## config.mk

```make
export PLATFORM = sky130hd
export DESIGN_NAME = opwf_back
export DESIGN_NICKNAME = d
export VERILOG_FILES = /design/src/hw/rtl/opwf_pkg.sv /design/src/hw/rtl/opwf_back.sv
export SDC_FILE = /design/constraint.sdc
export NUM_CORES = 2
export LEC_CHECK = 0
export BUFFER_PORTS_ARGS = -buffer_cell sky130_fd_sc_hd__buf_2
export CORE_UTILIZATION = 38
export DETAILED_ROUTE_END_ITERATION = 12
export SYNTH_ARGS = -nofsm -noshare
export SYNTH_HDL_FRONTEND = slang
export SYNTH_SLANG_ARGS = --single-unit
```

## constraint.sdc

```tcl
create_clock -name clk_i -period 17.1 [get_ports clk_i]
set_input_delay 1.71 -clock clk_i [delete_from_list [all_inputs] [get_ports clk_i]]
set_output_delay 1.71 -clock clk_i [all_outputs]
set_load 0.05 [all_outputs]
```

## src/hw/rtl/opwf_pkg.sv

```systemverilog
`default_nettype none

package opwf_pkg;

  // Configuration register indexes
  typedef enum logic [1:0] {
    REG_FRAME_WIDTH  = 2'd0,
    REG_FRAME_HEIGHT = 2'd1,
    REG_LEVEL_COUNT  = 2'd2
  } cfg_reg_e;

  localparam int unsigned CfgDataW = 12;
  localparam int unsigned CellCount = 9;

  typedef struct packed {
    logic [7:0] pix_red;
    logic [7:0] pix_green;
    logic [7:0] pix_blue;
  } pix_t;

  typedef struct packed {
    logic [10:0] out_col;
    logic [11:0] out_row;
    logic [7:0]  out_red;
    logic [7:0]  out_green;
    logic [7:0]  out_blue;
    logic        frame_done;
  } res_t;

  // One window pixel with its channel mean
  typedef struct packed {
    logic [7:0] mean;
    logic [7:0] red;
    logic [7:0] green;
    logic [7:0] blue;
  } cell_t;

  typedef struct packed {
    cell_t [CellCount-1:0] tap;
    logic [10:0]           col;
    logic [11:0]           row;
    logic                  done;
  } win_t;

  // floor((r+g+b)/3) via reciprocal multiply, exact for sums up to 765
  function automatic logic [7:0] mean3(input logic [7:0] r, input logic [7:0] g,
                                       input logic [7:0] b);
    logic [9:0]  sum;
    logic [19:0] prod;
    sum  = 10'(r) + 10'(g) + 10'(b);
    prod = 20'(sum) * 20'd683;
    return prod[18:11];
  endfunction

  // ceil(2^16 / c) for member counts 1..9
  function automatic logic [16:0] recip(input logic [3:0] c);
    logic [16:0] v;
    case (c)
      4'd2:    v = 17'd32768;
      4'd3:    v = 17'd21846;
      4'd4:    v = 17'd16384;
      4'd5:    v = 17'd13108;
      4'd6:    v = 17'd10923;
      4'd7:    v = 17'd9363;
      4'd8:    v = 17'd8192;
      4'd9:    v = 17'd7282;
      default: v = 17'd65536;
    endcase
    return v;
  endfunction

endpackage

`default_nettype wire

```

## src/hw/rtl/opwf_back.sv

```systemverilog
`default_nettype none

module opwf_back #(
  parameter int unsigned MAX_LEVELS = 16,
  localparam int unsigned LVW = $clog2(MAX_LEVELS + 1)
) (
  input  wire logic           clk_i,
  input  wire logic           rst_ni,
  input  wire logic [LVW-1:0] eff_levels_i,
  input  wire logic           avail_i,
  input  wire opwf_pkg::win_t item_i,
  output logic                pop_o,
  output opwf_pkg::res_t      res_o,
  output logic                res_valid_o,
  input  wire logic           res_ready_i
);
  import opwf_pkg::*;

  localparam int unsigned BW = (MAX_LEVELS > 1) ? $clog2(MAX_LEVELS) : 1;

  typedef enum logic [1:0] {B_IDLE, B_BIN, B_SRCH, B_DIV} bstate_e;

  bstate_e         st_q;
  win_t            cur_q;
  logic [3:0]      cell_idx_q;
  logic [LVW-1:0]  lvl_q;
  logic [1:0]      ch_q;
  logic [3:0]      cnt_q [MAX_LEVELS];
  logic [11:0]     sr_q [MAX_LEVELS];
  logic [11:0]     sg_q [MAX_LEVELS];
  logic [11:0]     sb_q [MAX_LEVELS];
  logic [3:0]      best_q;
  logic [BW-1:0]   bidx_q;
  logic [7:0]      red_q, green_q;
  res_t            res_q;
  logic            res_valid_q;

  cell_t           tap;
  logic [15:0]     lv_prod, lv_quo;
  logic [BW-1:0]   bin, addr;
  logic [11:0]     div_s;
  logic [28:0]     div_prod;
  logic [7:0]      div_q;
  logic            out_free;
  logic            res_load;

  assign pop_o       = (st_q == B_IDLE) && avail_i;
  assign res_o       = res_q;
  assign res_valid_o = res_valid_q;
  assign out_free    = !res_valid_q || res_ready_i;
  assign res_load    = (st_q == B_DIV) && (ch_q >= 2'd2) && out_free;

  always_comb begin
    tap     = cur_q.tap[cell_idx_q];
    lv_prod = 16'(tap.mean) * 16'(eff_levels_i);
    // exact divide by 255 for values below 65280
    lv_quo  = (lv_prod + (lv_prod >> 8) + 16'd1) >> 8;
    if (lv_quo >= 16'(eff_levels_i)) begin
      bin = BW'(eff_levels_i - LVW'(1));
    end else begin
      bin = BW'(lv_quo);
    end
    case (st_q)
      B_BIN:   addr = bin;
      B_SRCH:  addr = BW'(lvl_q);
      default: addr = bidx_q;
    endcase
    case (ch_q)
      2'd0:    div_s = sr_q[addr];
      2'd1:    div_s = sg_q[addr];
      default: div_s = sb_q[addr];
    endcase
    div_prod = 29'(div_s) * 29'(recip(best_q));
    div_q    = div_prod[23:16];
  end

  always_ff @(posedge clk_i) begin
    if (pop_o) begin
      cur_q <= item_i;
    end
  end

  always_ff @(posedge clk_i or negedge rst_ni) begin
    if (!rst_ni) begin
      st_q        <= B_IDLE;
      cell_idx_q  <= '0;
      lvl_q       <= '0;
      ch_q        <= '0;
      best_q      <= '0;
      bidx_q      <= '0;
      red_q       <= '0;
      green_q     <= '0;
      res_q       <= '0;
      res_valid_q <= 1'b0;
      for (int i = 0; i < MAX_LEVELS; i++) begin
        cnt_q[i] <= '0;
        sr_q[i]  <= '0;
        sg_q[i]  <= '0;
        sb_q[i]  <= '0;
      end
    end else begin
      if (res_load) begin
        res_valid_q <= 1'b1;
      end else if (res_valid_q && res_ready_i) begin
        res_valid_q <= 1'b0;
      end
      case (st_q)
        B_IDLE: begin
          if (avail_i) begin
            st_q       <= B_BIN;
            cell_idx_q <= '0;
            for (int i = 0; i < MAX_LEVELS; i++) begin
              cnt_q[i] <= '0;
              sr_q[i]  <= '0;
              sg_q[i]  <= '0;
              sb_q[i]  <= '0;
            end
          end
        end
        B_BIN: begin
          cnt_q[addr] <= cnt_q[addr] + 4'd1;
          sr_q[addr]  <= sr_q[addr] + 12'(tap.red);
          sg_q[addr]  <= sg_q[addr] + 12'(tap.green);
          sb_q[addr]  <= sb_q[addr] + 12'(tap.blue);
          cell_idx_q  <= cell_idx_q + 4'd1;
          if (cell_idx_q == 4'(CellCount - 1)) begin
            st_q   <= B_SRCH;
            lvl_q  <= '0;
            best_q <= '0;
            bidx_q <= '0;
          end
        end
        B_SRCH: begin
          if (cnt_q[addr] > best_q) begin
            best_q <= cnt_q[addr];
            bidx_q <= addr;
          end
          lvl_q <= lvl_q + LVW'(1);
          if (lvl_q == eff_levels_i - LVW'(1)) begin
            st_q <= B_DIV;
            ch_q <= 2'd0;
          end
        end
        B_DIV: begin
          case (ch_q)
            2'd0: begin
              red_q <= div_q;
              ch_q  <= 2'd1;
            end
            2'd1: begin
              green_q <= div_q;
              ch_q    <= 2'd2;
            end
            default: begin
              if (out_free) begin
                res_q       <= '{out_col: cur_q.col, out_row: cur_q.row,
                                 out_red: red_q, out_green: green_q,
                                 out_blue: div_q, frame_done: cur_q.done};
                ch_q        <= 2'd0;
                st_q        <= B_IDLE;
              end
            end
          endcase
        end
        default: st_q <= B_IDLE;
      endcase
    end
  end

endmodule

`default_nettype wire

```

==> flow_summary.toml <==
[die]
die_w_um = 380
core_um2 = 142000
die_h_um = 380
die-area_um2 = 145000
initial_core_util_pct = 38.3
ios = 371
rows = 138

[sta]
rsz0062_at_grt = "no"
setup_viol = 0
slew_headroom_pct = 9.92
fmax_mhz = 61.4
period_share_pct = 95.3
worst_pin_slew_ns = 1.34
tns_ns = 0
skew_ns = 0.113
slew_viol_final = 0
hold_viol = 0
fin_crit_ns = 16.30
worst_slack_ns = 0.802

[clock_network]
cts_tree = "built"
clk_latency_ns = 0.79
cts_buffer_depth = 3
clock_sinks = 1038
cts_max_level = 3
cts_root_buf = "clkbuf_16"
cts_made_buffers = 111
cts.clk_slew.worst_paths_ns = 0.06

[worst_setup_path]
r2r-start = "cell_idx_q[0]"
cp-start-kind = "register"
r2r_end = "green_q[6]"
crit_type = "register to register"
reg2reg_depth = 57
worst_setup_path_end_kind = "register"
worstPathMaxFanout = 52
setup.worst_path.start = "cell_idx_q[0]"
max_stage_delay_ns = 0.74
worstPathArrival_ns = 16.84
crit_required_ns = 17.64
crit_top_cell = "fa_1"
slowest_stage = "o31ai_1"
r2r_slack_ns = 0.80

[cells_and_area]
syn_to_final_growth_pct = 13.9
fillers = 13400
final_util_pct = 43.7
fin_nets = 5908
final_cells = 7316
drive_above_1_share_pct = 15.3

[place]
port_buffers = 370
gp_congestion = 0.885
dp_cells = 7082
place_hpwl_um = 110000
pre_cts_ws_ns = 0.375

[synthesis]
syn_inst = 5122
synth_fp_nets = 5716
synth_top_area_cell = "dfrtp_1"
synth-edff-count = 312
synth_area_leaders = "dfrtp_1 (33%), edfxtp_1 (17%), fa_1 (5.9%)"
syn_area_per_cell_um2 = 10.6
synth_top_cells_by_count = "nand2_1 (830), dfrtp_1 (726), o21ai_0 (558), nand3_1 (421), edfxtp_1 (312)"
synth_ff_type = "dfrtp_1"
yosysMostFrequentCell = "nand2_1"
synth_seq_cells = 1038
ys_seq_area_share_pct = 50.7
postSynth.asyncResetShare_pct = 69.9
ys_types = 99
synth_top_area_share_pct = 33.4
netlist_area_um2 = 54300
yosys_warnings = 0

[route]
num_vias = 41000
dr.pass1.iters = 5
ant_nets = 0
routed_wl_um = 166000
wl_per_cell_um = 22.7
drc = 0
dr.first_iter.drc_count = 3921
via_per_inst = 5.60

[min_path]
hold_end = "res_o[47]"
min_from = "cur_q[23]"
worstHoldPathCells = 2
hold_path_class = "register to register"

[global_route]
grt_first_pass_wirelength_um = 254000
gr-total-overflow = 0
track_usage_pct = 22.6
antenna_found_initial = 21
grt_pass1_vias = 40700
grt_start_max_net_pins = 208

[outcome]
status = "completed"

[job]
drv_cap = 0
-- through the flow --
stage | area [um2] | hold slack (ns)
after detailed placement | 57800 | 0.421
after global placement | 57800 | 0.419
final | 61900 | 0.433
after floorplan | 54300 | 0.415
after CTS | 61800 | 0.435
after global routing | 61900 | 0.453
-- critical path: cells and delay by family, from the launching register on --
kind | cells | cell delay [ns]
multiplexers | 6 | 2.07
AO/OA/AOI/OAI | 19 | 4.57
buffers and inverters | 6 | 0.58
AND/OR/NAND/NOR | 12 | 2.67
XOR/XNOR | 2 | 0.49
adder cells (fa/ha/maj) | 12 | 5.03
flip-flops | 1 | 0.64
-- routing by layer --
| metal | vias to the layer above | GRT usage, % | wire length, um |
|---|---|---|---|
| met2 | 1429 | 37.6 | 80000 |
| met3 | 293 | 3.50 | 10300 |
| li1 | 18600 | - | - |
| met4 | 10 | 7.92 | 5340 |
| met5 | - | 0 | 54 |
| met1 | 20600 | 29.9 | 70100 |
-- cells by family (layout without fill, tap and decap cells) --
kind of cell	count (synthesis)	in the layout	share of synthesized area, %
buffers and inverters	663	952	5.17
muxes	220	220	5.75
DFF	1038	1038	50.7
other	0	14	0
xor gates and xnor gates	70	70	1.18
and+or+nand+nor	1567	1567	13.1
AOI/OAI and AO/OA	1291	1292	15.6
adders and majority gates	273	273	8.50
-- cells in the final DEF (no fill, tap or decap), types with 24 or more instances in the layout --
master     instances
nor2_1            60
and2_1            88
xnor2_1           43
edfxtp_1         312
inv_1            257
ha_1             113
a311oi_1          68
a31oi_1           49
a211oi_1         140
nand2_1          813
a22o_1           168
nand3_1          420
and2_0            58
o21ai_0          558
o21ai_1           30
dfrtp_1          723
buf_4            100
mux4_2            71
mux2i_1          132
buf_2            369
a21oi_1           85
clkbuf_1          24
a21o_1            34
o211a_1           30
fa_1             160
clkbuf_16        113
-- cell type report --
cell class	instances	area, um2	area share [%]
antenna	14	35.0	0.0566
clock buffer	158	3210	5.18
multi-input combinational	3422	24200	39.1
clock inverter	53	739	1.19
timing repair buffer	481	2840	4.59
sequential	1038	27500	44.5
inverter	260	983	1.59
tap	1890	2360	3.82
-- worst max path at each step --
stage                       to  slack [ns]  cells after the start
floorplan           green_q[6]        1.62                     67
global placement    green_q[6]        0.72                     58
detailed placement  green_q[7]        0.37                     55
CTS                 green_q[7]        0.37                     58
global route        green_q[6]        0.05                     57
finish              green_q[6]        0.80                     57
-- sequential cells by signal (all words and copies together), names as in the netlist, 2 cells and up --
register and cells:
st_q 2, sb_q 192, ch_q 2, sr_q 192, red_q 8, res_o 48, cur_q 312, cell_idx_q 4
lvl_q 5, sg_q 192, green_q 8, bidx_q 4, cnt_q 64, best_q 4
-- repair_timing --
item                                    4_1_cts  5_1_grt
buffers inserted                              0        8
hold buffers                                  0        0
endpoints found under the setup margin        0       24
resized for setup                             0        4
Power is left out: the tool's default activity adds up to more than one toggle a clock period on the data nets, which glitch-free logic cannot reach.
