**config.mk**
```make
export PLATFORM = sky130hd
export DESIGN_NAME = opwf_fifo
export DESIGN_NICKNAME = d
export VERILOG_FILES = /design/src/hw/rtl/opwf_pkg.sv /design/src/hw/rtl/opwf_fifo.sv
export SDC_FILE = /design/constraint.sdc
export NUM_CORES = 1
export LEC_CHECK = 0
export BUFFER_PORTS_ARGS = -buffer_cell sky130_fd_sc_hd__buf_4
export CORE_AREA = 4 4 244 246
export CTS_CLUSTER_DIAMETER = 120
export CTS_CLUSTER_SIZE = 14
export DETAILED_ROUTE_END_ITERATION = 6
export DIE_AREA = 0 0 248 250
export GPL_ROUTABILITY_DRIVEN = 1
export PLACE_DENSITY = 0.65
export SETUP_SLACK_MARGIN = 0.15
export SLEW_MARGIN = 15
export SYNTH_ARGS = -nofsm -noshare
export SYNTH_HDL_FRONTEND = slang
export SYNTH_SLANG_ARGS = --single-unit
```
**constraint.sdc**
```tcl
create_clock -name clk_i -period 30 [get_ports clk_i]
set_input_delay 1.5 -clock clk_i [delete_from_list [all_inputs] [get_ports clk_i]]
set_output_delay 1.5 -clock clk_i [all_outputs]
set_load 0.03 [all_outputs]
```
**src/hw/rtl/opwf_pkg.sv**
```systemverilog
`default_nettype none

package opwf_pkg;

  // Configuration register indexes
  typedef enum logic [1:0] {
    REG_FRAME_WIDTH  = 2'd0,
    REG_FRAME_HEIGHT = 2'd1,
    REG_LEVEL_COUNT  = 2'd2
  } cfg_reg_e;

  localparam int unsigned CfgDataW = 12;
  localparam int unsigned CellCount = 9;

  typedef struct packed {
    logic [7:0] pix_red;
    logic [7:0] pix_green;
    logic [7:0] pix_blue;
  } pix_t;

  typedef struct packed {
    logic [10:0] out_col;
    logic [11:0] out_row;
    logic [7:0]  out_red;
    logic [7:0]  out_green;
    logic [7:0]  out_blue;
    logic        frame_done;
  } res_t;

  // One window pixel with its channel mean
  typedef struct packed {
    logic [7:0] mean;
    logic [7:0] red;
    logic [7:0] green;
    logic [7:0] blue;
  } cell_t;

  typedef struct packed {
    cell_t [CellCount-1:0] tap;
    logic [10:0]           col;
    logic [11:0]           row;
    logic                  done;
  } win_t;

  // floor((r+g+b)/3) via reciprocal multiply, exact for sums up to 765
  function automatic logic [7:0] mean3(input logic [7:0] r, input logic [7:0] g,
                                       input logic [7:0] b);
    logic [9:0]  sum;
    logic [19:0] prod;
    sum  = 10'(r) + 10'(g) + 10'(b);
    prod = 20'(sum) * 20'd683;
    return prod[18:11];
  endfunction

  // ceil(2^16 / c) for member counts 1..9
  function automatic logic [16:0] recip(input logic [3:0] c);
    logic [16:0] v;
    case (c)
      4'd2:    v = 17'd32768;
      4'd3:    v = 17'd21846;
      4'd4:    v = 17'd16384;
      4'd5:    v = 17'd13108;
      4'd6:    v = 17'd10923;
      4'd7:    v = 17'd9363;
      4'd8:    v = 17'd8192;
      4'd9:    v = 17'd7282;
      default: v = 17'd65536;
    endcase
    return v;
  endfunction

endpackage

`default_nettype wire

```
**src/hw/rtl/opwf_fifo.sv**
```systemverilog
`default_nettype none

module opwf_fifo (
  input  wire logic           clk_i,
  input  wire logic           rst_ni,
  input  wire logic           push_i,
  input  wire opwf_pkg::win_t data_i,
  output logic                ready_o,
  output logic                avail_o,
  input  wire logic           pop_i,
  output opwf_pkg::win_t      data_o
);
  import opwf_pkg::*;

  win_t       mem_q [2];
  logic       wr_ptr_q, rd_ptr_q;
  logic [1:0] cnt_q;
  logic       do_push, do_pop;

  assign ready_o = (cnt_q != 2'd2);
  assign avail_o = (cnt_q != 2'd0);
  assign do_push = push_i && ready_o;
  assign do_pop  = pop_i && avail_o;
  assign data_o  = mem_q[rd_ptr_q];

  always_ff @(posedge clk_i) begin
    if (do_push) begin
      mem_q[wr_ptr_q] <= data_i;
    end
  end

  always_ff @(posedge clk_i or negedge rst_ni) begin
    if (!rst_ni) begin
      wr_ptr_q <= 1'b0;
      rd_ptr_q <= 1'b0;
      cnt_q    <= 2'd0;
    end else begin
      if (do_push) wr_ptr_q <= !wr_ptr_q;
      if (do_pop)  rd_ptr_q <= !rd_ptr_q;
      cnt_q <= cnt_q + 2'(do_push) - 2'(do_pop);
    end
  end

endmodule

`default_nettype wire

```
==> flow_summary.toml, run 1 <==
[cells_and_area]
final_nets = 1969
fill_cells = 4544
layout-drive-gt1-share_pct = 60.8
area_delta_synth_final_pct = 28.5
design_area_um2 = 30700

[global_route]
grt.overflow.total = 0
antenna_found_initial = 6
grt_max_degree = 76
grt_first_pass_wirelength_mm = 80.0
grt_usage_pct = 17.3
grt_pass1_vias = 12300

[clocking]
cts.sinks = 628
hold_buffers = 0
cts_made_buffers = 50
clk_pin_slew_ns = 0.08
cts-root-buf = "clkbuf_16"
h-tree-depth = 2
cts.path.max_buffers = 3
cts_tree = "yes"
postCtsSetupBuffers = 0
clock_latency_ns = 0.58
cts_resized = 0

[logic_synthesis]
yosys.area.top_type = "edfxtp_1"
synth_cell_types = 19
ys_ff_latch = 628
async_reset_ff_share_pct = 0.637
yosysMostFrequentCell = "edfxtp_1"
synthTopCellsByArea = "edfxtp_1 79%, mux2_4 17%, mux2_2 2.0%, buf_6 1.5%, dfrtp_1 0.42%"
syn_avg_cell_area_um2 = 24.0
synth_common_cells = "624 x edfxtp_1, 270 x mux2_4, 42 x mux2_2"
synth_edf_count = 624
seq_area_frac_synth_pct = 79.0
yosys.area.top_type_share_pct = 78.5
yosys_most_used_dff = "edfxtp_1"
syn_area_um2 = 23900
synth_cells = 993
syn-num-nets = 1310
synth_warnings = 0

[drt]
drc_errors = 0
vias = 11600
avgViaCountPerCell = 4.76
wl_per_cell_um = 23.2
finalWirelength_mm = 56.4
antenna_left = 0
firstDrtPassIters = 6
first_iter_violations = 590

[place]
routabilityCongestion = 0.796
dpl_worst_slack_ns = 24.29
port_buffers = 629
dpl_cell_area_um2 = 29300
place_hpwl_mm = 40.0

[worst_setup_path]
crit_type = "flip-flop to output pin"
arrival_ns = 4.75
cp-end-kind = "output pin"
cp_max_fo = 56
worstPathRequired_ns = 28.50
crit_path_start_kind = "flip-flop"

[flow_run]
maxCapViolations = 0

[floorplanning]
die_w_um = 248
ioPinCount = 630
rows = 88
dieHeight_um = 250
core_region_area_um2 = 57400
start_util_pct = 41.6
die_area_um2 = 62000

[power_and_ir_drop]
p_total_mw = 3.24
cellPowerDensity_nw_per_um2 = 106
leakage_nw = 12.0
vdd_drop_max_mv = 0.0731

[timing]
drv_slew = 0
rsz0062_at_grt = "false"
setup_viol = 0
max_freq_ghz = 0.160
fin_ws_ns = 23.75
clock_skew_ns = 0.0230
max_slew_margin_pct = 19.1
period_needed_ns = 6.25
fin_crit_sh_pct = 20.8
worstMarginPinSlew_ns = 1.21
worst_hold_slack_ns = 0.558
hold_viol = 0
tns_ns = 0

[status]
outcome = "complete, no violations"

[min_path]
hold_class = "flip-flop to flip-flop"
==> stage by stage <==
| step | util, % | cells |
|---|---|---|
| after global routing | 53.4 | 2433 |
| after CTS | 53.4 | 2430 |
| final | 53.4 | 2433 |
| after detailed placement | 51.0 | 2365 |
| after floorplan | - | 993 |
| after global placement | 51.0 | 2365 |
==> state kept, by name, indices dropped and copies added, names as in the netlist <==
| signal | flops |
|---|---|
| cnt_q | 2 |
| mem_q | 624 |
| wr_ptr_q | 1 |
| rd_ptr_q | 1 |
==> routing by layer <==
metal	GRT usage, %	wire, um	up-vias
li1	-	-	5255
met1	18.6	19600	5853
met2	31.6	30300	386
met3	6.11	4860	89
met4	5.32	1520	6
met5	0	47	-
==> power by group <==
part           switching [mW]  internal, mW
Clock                   0.281         0.315
Combinational           0.801         0.578
Sequential             0.0618          1.20
Total                    1.14          2.09
==> cell usage in the layout (no fill, tap or decap) <==
master     netlist  layout
xnor2_1          3       3
buf_4            0     642
dfrtp_4          0       1
clkinv_1         0       1
nand3_1          1       1
a311oi_1         1       1
mux2_2          42      42
or2_2            1       1
nand2_1          2       2
ha_1             1       1
nand2b_1         1       1
o21ba_2          1       1
nor2_1           3       2
clkbuf_16        0      53
nor2b_1          1       1
edfxtp_1       624     624
dfrtp_1          4       3
nor2_4           0       1
clkbuf_1         0      11
mux2_4         270     270
o21ai_0          1       1
diode_2          0       3
and3_4           0       1
nor4bb_1         1       1
==> worst paths after layout <==
path | endpoint | depth (start not counted) | startpoint | slack [ns]
min in group asynchronous | rd_ptr_q | 1 | rst_ni | 0.69
max in group asynchronous | cnt_q[0] | 1 | rst_ni | 29.19
min | wr_ptr_q | 1 | wr_ptr_q | 0.56
min reg2reg | wr_ptr_q | 1 | wr_ptr_q | 0.56
max | data_o[156] | 5 | rd_ptr_q | 23.75
max reg2reg | mem_q[0][259] | 5 | cnt_q[0] | 26.26
==> cells by family after synthesis <==
group,count (synthesis),share of synthesized area [%]
AOI/OAI and AO/OA,3,0.0996
DFF,628,79.0
buffers and inverters,35,1.55
and+or+nand+nor,11,0.247
adders and majority gates,1,0.0524
muxes,312,19.0
xor gates and xnor gates,3,0.110
==> cell type report <==
class	instances	area, um^2	area share [%]
clock inverter	1	3.75	0.0122
tap	765	957	3.12
timing repair buffer	642	4820	15.7
clock buffer	64	1370	4.46
sequential	628	18800	61.5
multi-input combinational	330	4660	15.2
antenna	3	7.51	0.0245
==> critical path, cell delays in order, from the launching register on <==
cell and delay (ns):
dfrtp_4 0.97, buf_4 0.92, buf_4 0.79, buf_4 0.81, mux2_4 0.36, buf_4 0.17
(Power assumes the default switching activity.)
==> run 2: changes to the inputs <==
--- a/config.mk
+++ b/config.mk
@@ -5,14 +5,15 @@
 export SDC_FILE = /design/constraint.sdc
 export NUM_CORES = 1
 export LEC_CHECK = 0
+export ABC_AREA = 1
 export BUFFER_PORTS_ARGS = -buffer_cell sky130_fd_sc_hd__buf_4
-export CORE_AREA = 4 4 244 246
+export CORE_AREA = 4 4 240 242
 export CTS_CLUSTER_DIAMETER = 120
 export CTS_CLUSTER_SIZE = 14
 export DETAILED_ROUTE_END_ITERATION = 6
-export DIE_AREA = 0 0 248 250
+export DIE_AREA = 0 0 244 246
 export GPL_ROUTABILITY_DRIVEN = 1
-export PLACE_DENSITY = 0.65
+export PLACE_DENSITY = 0.66
 export SETUP_SLACK_MARGIN = 0.15
 export SLEW_MARGIN = 15
 export SYNTH_ARGS = -nofsm -noshare
==> constraint.sdc (replaced) <==
create_clock -name clk_i -period 5.8 [get_ports clk_i]
set_input_delay 0.29 -clock clk_i [delete_from_list [all_inputs] [get_ports clk_i]]
set_output_delay 0.29 -clock clk_i [all_outputs]
set_load 0.03 [all_outputs]
==> flow_summary.toml, run 2 <==
[timing]
setup_viol = 0
max_slew_margin_pct = 26.8
fin_crit_sh_pct = 59.7
tns_ns = 0
clock_skew_ns = 0.0176
worst_hold_slack_ns = 0.0537
worstMarginPinSlew_ns = 1.10
fin_ws_ns = 2.34
rsz0062_at_grt = "false"
drv_slew = 0
period_needed_ns = 3.46
hold_viol = 0
max_freq_ghz = 0.289

[worst_setup_path]
worstPathRequired_ns = 5.51
cp_max_fo = 140
r2r_cells = 4
crit_path_start_kind = "flip-flop"
crit_start = "rd_ptr_q"
cp-end-kind = "output pin"
arrival_ns = 3.17
crit_type = "flip-flop to output pin"
rr_startpoint = "cnt_q[1]"

[cells_and_area]
final_nets = 2914
largest_register = "mem_q"
layout_commonest_cell = "nand2_1"
area_delta_synth_final_pct = 43.2
largest_reg_flops = 624
layout_common_cells = "943 x nand2_1, 631 x buf_4, 624 x edfxtp_1"
layout-drive-gt1-share_pct = 26.7
fin_util_pct = 59.7
top_regs = "mem_q x624, cnt_q x2"

[power_and_ir_drop]
p_clk_share_pct = 18.2
internal-power_mw = 10.2
switching_share_pct = 41.0
p_total_mw = 17.2
cellPowerDensity_nw_per_um2 = 523
seqPwrFrac_pct = 37.6
vdd_drop_max_mv = 0.469
comb_power_share_pct = 44.2
leakage_nw = 13.8
p_switching_mw = 7.06

[logic_synthesis]
ys_ff_latch = 628
synth_cell_types = 15
async_reset_ff_share_pct = 0.637
syn_area_um2 = 23000
yosys_most_used_dff = "edfxtp_1"
synth_warnings = 0
syn-num-nets = 1978
yosys.area.top_type_share_pct = 81.5
yosys.area.top_type = "edfxtp_1"
seq_area_frac_synth_pct = 82.0
synth_edf_count = 624
syn_avg_cell_area_um2 = 13.8
synthTopCellsByArea = "edfxtp_1 82%, nand2_1 15%, buf_6 0.98%, buf_2 0.72%, buf_4 0.46%"
synth_common_cells = "945 x nand2_1, 624 x edfxtp_1, 33 x buf_2"
synth_cells = 1661
yosysMostFrequentCell = "nand2_1"

[floorplanning]
rows = 86
core_region_area_um2 = 55100
die_area_um2 = 60000
die_w_um = 244
ioPinCount = 630
start_util_pct = 41.7
dieHeight_um = 246

[clocking]
postCtsSetupBuffers = 0
cts-root-buf = "clkbuf_16"
cts_tree = "yes"
cts.path.max_buffers = 3
clk_pin_slew_ns = 0.07
h-tree-depth = 2
cts_made_buffers = 50
clock_latency_ns = 0.58
cts.sinks = 628

[global_route]
grt.overflow.total = 0
grt_max_degree = 176
grt_usage_pct = 20.2
grt_first_pass_wirelength_mm = 94.1
antenna_found_initial = 10
grt_pass1_vias = 16200

[drt]
finalWirelength_mm = 63.2
firstDrtPassIters = 5
drc_errors = 0
vias = 15800
wl_per_cell_um = 18.7
avgViaCountPerCell = 4.69
first_iter_violations = 1108
antenna_left = 0

[place]
place_hpwl_mm = 40.2
dpl_worst_slack_ns = 3.04
port_buffers = 629
routabilityCongestion = 0.852

[status]
outcome = "complete, no violations"

[flow_run]
maxCapViolations = 0

[min_path]
hold_class = "input port to asynchronous set/reset pin"
## run 2: cell types whose count changed in the layout (fill, tap and decap cells not counted), sizes merged, moves of 3 or more
cell / before / now
dlygate4sd3: 0 / 316
buf: 642 / 637
mux2: 312 / 0
clkbuf: 64 / 74
diode: 3 / 9
inv: 0 / 8
nand2: 2 / 945
xnor2: 3 / 0
## run 2: critical path, stage by stage (launching register included)
cell and delay (ns):
dfrtp_4 0.70, inv_8 0.65, buf_12 0.51, nand2_1 0.14, nand2_1 0.13, buf_4 0.17
## run 2: cells by family after synthesis
family	count (synthesis)	share of synthesized area (%)
adder cells (fa/ha/maj)	1	0.0544
AND/OR/NAND/NOR	952	15.6
flip-flops	628	82.0
XOR/XNOR	1	0.0381
AO/OA/AOI/OAI	2	0.0435
buffers and inverters	77	2.33
## run 2: area by class of cell
class                           instances  area [um^2]
Inverter                                8         37.5
Antenna cell                            9         22.5
Tap cell                              748          936
Clock buffer                           74         1420
Multi-Input combinational cell        956         3640
Fill cell                            4110        22200
Timing Repair Buffer                  953         8020
Sequential cell                       628        18800
## run 2: final timing paths
kind                                  to  slack (ns)
setup / recovery             data_o[193]        2.34
hold / removal                  wr_ptr_q        0.05
setup reg to reg           mem_q[1][211]        3.75
hold reg to reg                 cnt_q[0]        0.58
max in group asynchronous       rd_ptr_q        4.98
min in group clk_i         mem_q[0][298]        0.44
## run 2: power groups by stage
stage                     registers [mW]  clock network, mW  logic, mW
after CTS                           6.47               3.23       7.65
after detailed placement            6.57                  0       7.44
after floorplan                     6.62                  0       4.63
after global routing                6.55               3.40       8.09
final                               6.48               3.14       7.61
after global placement              6.53                  0       7.40
## run 2: layer usage
layer	share of wire (%)	vias up	wire length (um)	GRT usage (%)
met5	0.021	-	13	0
met1	37	7625	23400	23.6
met4	3.0	2	1920	6.14
li1	-	7457	-	-
met2	51	646	32500	35.8
met3	8.6	114	5450	6.11
## run 2: timing repair
item | in CTS | in global routing
hold buffers | 316 | 0
hold endpoints to repair | 631 | 0
gates resized for setup | 0 | 0
## run 2: per-stage QoR
stage | area [um^2] | instances
2_1_floorplan | 23000 | 1661
3_3_place_gp | 28300 | 2977
3_5_place_dp | 28300 | 2977
4_1_cts | 32900 | 3367
5_1_grt | 32900 | 3375
6_report | 32900 | 3376
